$ cat config.mk
export PLATFORM = sky130hd
export DESIGN_NAME = btmx_front
export DESIGN_NICKNAME = d
export VERILOG_FILES = /design/src/design/btmx_pkg.sv /design/src/design/btmx_front.sv
export SDC_FILE = /design/constraint.sdc
export NUM_CORES = 1
export LEC_CHECK = 0
export ABC_AREA = 1
export BUFFER_PORTS_ARGS = -buffer_cell sky130_fd_sc_hd__buf_2
export CORE_MARGIN = 2
export CORE_UTILIZATION = 51
export DETAILED_ROUTE_END_ITERATION = 7
export GPL_ROUTABILITY_DRIVEN = 0
export PLACE_DENSITY = 0.74
export SKIP_CTS_REPAIR_TIMING = 1
export SLEW_MARGIN = 25
export SYNTH_ARGS = -nofsm -noshare
export SYNTH_HDL_FRONTEND = slang
export SYNTH_SLANG_ARGS = --single-unit
$ cat constraint.sdc
create_clock -name clk -period 4.3 [get_ports clk]
set_clock_uncertainty 0.1 [all_clocks]
set_input_delay 0 -clock clk [delete_from_list [all_inputs] [get_ports clk]]
set_output_delay 0 -clock clk [all_outputs]
set_load 0.02 [all_outputs]
$ cat src/design/btmx_pkg.sv
// Shared constants, codes and types for the binary trie max-xor block.
`timescale 1ns / 1ps

package btmx_pkg;

    localparam int KEY_BITS_DEF  = 32;
    localparam int MAX_NODES_DEF = 8192;

    localparam int KEY_W    = 32;
    localparam int STATUS_W = 2;

    localparam logic OP_INSERT = 1'b0;
    localparam logic OP_QUERY  = 1'b1;

    localparam logic [STATUS_W-1:0] STAT_INSERTED = 2'd0;
    localparam logic [STATUS_W-1:0] STAT_REFUSED  = 2'd1;
    localparam logic [STATUS_W-1:0] STAT_ANSWERED = 2'd2;
    localparam logic [STATUS_W-1:0] STAT_NOMATCH  = 2'd3;

    typedef struct packed {
        logic             op;
        logic [KEY_W-1:0] key;
        logic [KEY_W-1:0] limit;
    } cmd_t;

endpackage

$ cat src/design/btmx_front.sv
// Front end: accepts input beats into a two-entry command queue.
`timescale 1ns / 1ps

module btmx_front (
    input  logic                 clk,
    input  logic                 rst_n,
    input  logic                 push,
    output logic                 full,
    input  logic                 op,
    input  logic [31:0]          key,
    input  logic [31:0]          limit,
    output logic                 cmd_valid,
    input  logic                 cmd_pop,
    output btmx_pkg::cmd_t       cmd
);

    localparam int QDEPTH = 2;

    btmx_pkg::cmd_t slot_reg [QDEPTH];
    logic           wr_ptr_reg, wr_ptr_next;
    logic           rd_ptr_reg, rd_ptr_next;
    logic [1:0]     count_reg, count_next;
    logic           push_ok, pop_ok;
    btmx_pkg::cmd_t in_cmd;

    assign full      = (count_reg == 2'(QDEPTH));
    assign cmd_valid = (count_reg != 2'd0);
    assign push_ok   = push && !full;
    assign pop_ok    = cmd_pop && cmd_valid;
    assign cmd       = slot_reg[rd_ptr_reg];

    // op is a single bit, so every code is a legal insert or query
    always_comb
    begin
        in_cmd.op    = (op == btmx_pkg::OP_QUERY) ? btmx_pkg::OP_QUERY : btmx_pkg::OP_INSERT;
        in_cmd.key   = key;
        in_cmd.limit = limit;
    end

    always_comb
    begin
        wr_ptr_next = push_ok ? !wr_ptr_reg : wr_ptr_reg;
        rd_ptr_next = pop_ok ? !rd_ptr_reg : rd_ptr_reg;
        count_next  = count_reg + 2'(push_ok) - 2'(pop_ok);
    end

    always_ff @(posedge clk or negedge rst_n)
    begin
        if (!rst_n)
        begin
            wr_ptr_reg <= 1'b0;
            rd_ptr_reg <= 1'b0;
            count_reg  <= 2'd0;
        end
        else
        begin
            wr_ptr_reg <= wr_ptr_next;
            rd_ptr_reg <= rd_ptr_next;
            count_reg  <= count_next;
        end
    end

    always_ff @(posedge clk)
    begin
        if (push_ok)
        begin
            slot_reg[wr_ptr_reg] <= in_cmd;
        end
    end

    a_count_bound: assert property (@(posedge clk) disable iff (!rst_n)
        count_reg <= 2'(QDEPTH))
        else $error("command queue count out of range");

    a_count_grow: assert property (@(posedge clk) disable iff (!rst_n)
        push_ok && !pop_ok |=> count_reg != 2'd0)
        else $error("command queue lost a pushed beat");

endmodule

==> flow_metrics.env <==
export IMPL_synth_area_per_cell_um2=13.3
export IMPL_area_delta_synth_final_pct=42.0
export IMPL_synth_warnings=0
export IMPL_wl_um=10900
export IMPL_r2r_setup_slack_ps=2040
export IMPL_synth_fp_nets=443
export IMPL_fill_cells=577
export IMPL_crit_path_max_fanout=47
export IMPL_synth_seq_cells=134
export IMPL_slowest_stage="clkinv_2"
export IMPL_cts_sinks=134
export IMPL_num_vias=3409
export IMPL_cts_root_buf="clkbuf_8"
export IMPL_rsz0062_at_grt="false"
export IMPL_largest_reg_flops=130
export IMPL_required_ps=4430
export IMPL_fin_area_um2=7030
export IMPL_ys_seq_area_frac=0.809
export IMPL_final_nets=656
export IMPL_core_area_um2=9330
export IMPL_dr_first_iter_drc_count=162
export IMPL_relSlewSlack=0.439
export IMPL_final_max_slew_violation_count=0
export IMPL_ant_nets=0
export IMPL_critPathLaunchType="flop"
export IMPL_die_w_um=103
export IMPL_total_leakage_power_nw=3.07
export IMPL_path_clk_slew_ps=70
export IMPL_dp_hpwl_um=5890
export IMPL_grt_first_pass_wirelength_um=14400
export IMPL_via_per_inst=4.69
export IMPL_power_density_nw_per_um2=701
export IMPL_synth_cell_types=10
export IMPL_setup_viol=0
export IMPL_cts_buffers=17
export IMPL_worstSkewPairLatency_ps=500
export IMPL_worst_pin_slew_ps=840
export IMPL_holdWs_ps=117
export IMPL_status="finished, final reports clean"
export IMPL_die_area_um2=10500
export IMPL_htree_num_levels=4
export IMPL_antenna_cells=0
export IMPL_fmax_mhz=442
export IMPL_grt_remaining_overflow=0
export IMPL_crit_type="flop to flop"
export IMPL_wl_per_cell_um=14.9
export IMPL_drcViolationCount=0
export IMPL_ios=136
export IMPL_crit_arrival_ps=2400
export IMPL_period_needed_ps=2260
export IMPL_cap_violations=0
export IMPL_hp_class="input port to flop"
export IMPL_track_usage=0.189
export IMPL_register_area_um2=4010
export IMPL_cts_tree="yes"
export IMPL_setup_tns_ps=0
export IMPL_synth_cells=372
export IMPL_grt_pass1_vias=3032
export IMPL_layout_drive_gt1_share=0.291
export IMPL_port_buffers=135
export IMPL_first_pass_iters=4
export IMPL_max_stage_delay_ps=670
export IMPL_min_period_over_period=0.527
export IMPL_cp_end_kind="flop"
export IMPL_multiInputGateArea_um2=832
export IMPL_crit_chain="inv_1 -> nand2_1 -> nand3_1 -> clkinv_2 -> buf_4"
export IMPL_antenna_found_initial=0
export IMPL_initial_utilization=0.531
export IMPL_fp_row_count=35
export IMPL_synth_area_um2=4950
export IMPL_grt_max_degree=67
export IMPL_clockBufferDepth=2
export IMPL_place_area_um2=5740
export IMPL_hold_viol=0
export IMPL_die_h_um=103
export IMPL_ir_drop_mv=0.367
-- final timing paths --
kind	cells past startpoint	end	start
hold / removal	2	slot_reg[0][47]$_DFFE_PP_	key[15]
max in group asynchronous	3	rd_ptr_reg$_DFFE_PN0P_	rst_n
hold reg to reg	2	wr_ptr_reg$_DFFE_PN0N_	wr_ptr_reg$_DFFE_PN0N_
min in group asynchronous	3	rd_ptr_reg$_DFFE_PN0P_	rst_n
setup / recovery	5	slot_reg[0][14]$_DFFE_PP_	count_reg[0]$_DFF_PN0_
setup reg to reg	5	slot_reg[0][14]$_DFFE_PP_	count_reg[0]$_DFF_PN0_
-- area by class of cell --
| type | instances | area share |
|---|---|---|
| clock buffer | 18 | 0.0595 |
| clock inverter | 14 | 0.0247 |
| inverter | 10 | 0.00588 |
| multi-input combinational | 214 | 0.118 |
| sequential | 134 | 0.570 |
| tap | 129 | 0.0230 |
| timing repair buffer | 208 | 0.199 |
-- critical path, delay by kind of cell, from the launching register on --
kind                   cells  cell delay, ps
DFF                        1             390
buffers and inverters      3            1260
and+or+nand+nor            2             250
-- per-stage QoR --
stage / total power [mW] / worst slack [ps] / utilization / instances
after floorplan: 2.95 / 437 / - / 372
after global placement: 3.43 / 2070 / 0.616 / 626
after detailed placement: 3.47 / 1980 / 0.616 / 626
after CTS: 4.90 / 1950 / 0.679 / 658
after global routing: 5.18 / 1870 / 0.753 / 727
final: 4.92 / 2040 / 0.753 / 727
-- cell families after synthesis --
family,count (synthesis),synth area share
AND/OR/NAND/NOR,212,0.162
adder cells (fa/ha/maj),2,0.00506
buffers and inverters,24,0.0243
flip-flops,134,0.809
-- synthesized netlist by cell type --
library cell  number  area share
ha_1               2      0.0051
dfrtp_1            4       0.020
nor2_1             1     0.00076
nand2_1          208        0.16
nand3_1            3      0.0030
edfxtp_1         130        0.79
inv_1              9      0.0068
buf_4              5      0.0076
inv_2              1     0.00076
buf_2              9      0.0091
-- placed cells by master (no fill, tap or decap) --
master           n
inv_4            1
clkinvlp_4       4
nand2_1        208
clkbuf_8         1
inv_1            8
ha_1             2
dfrtp_1          3
nor2_4           1
dlygate4sd3_1   69
nand3_1          3
inv_6            3
edfxtp_1       130
clkbuf_1         1
buf_2          135
bufinv_16        3
clkbuf_16       16
dfrtp_2          1
clkinv_4         2
buf_4            4
clkinv_2         3
-- routing by layer --
layer,vias to the layer above,track usage,routed length (µm)
met5,-,0,0
li1,1680,-,-
met1,1600,0.221,4310
met4,0,0.0769,96
met2,123,0.319,5860
met3,6,0.0671,603
-- power breakdown --
part	switching (mW)	internal, mW
Sequential	0.0736	1.79
Combinational	1.17	0.468
Clock	0.540	0.888
Total	1.78	3.14
(Power assumes the default switching activity.)
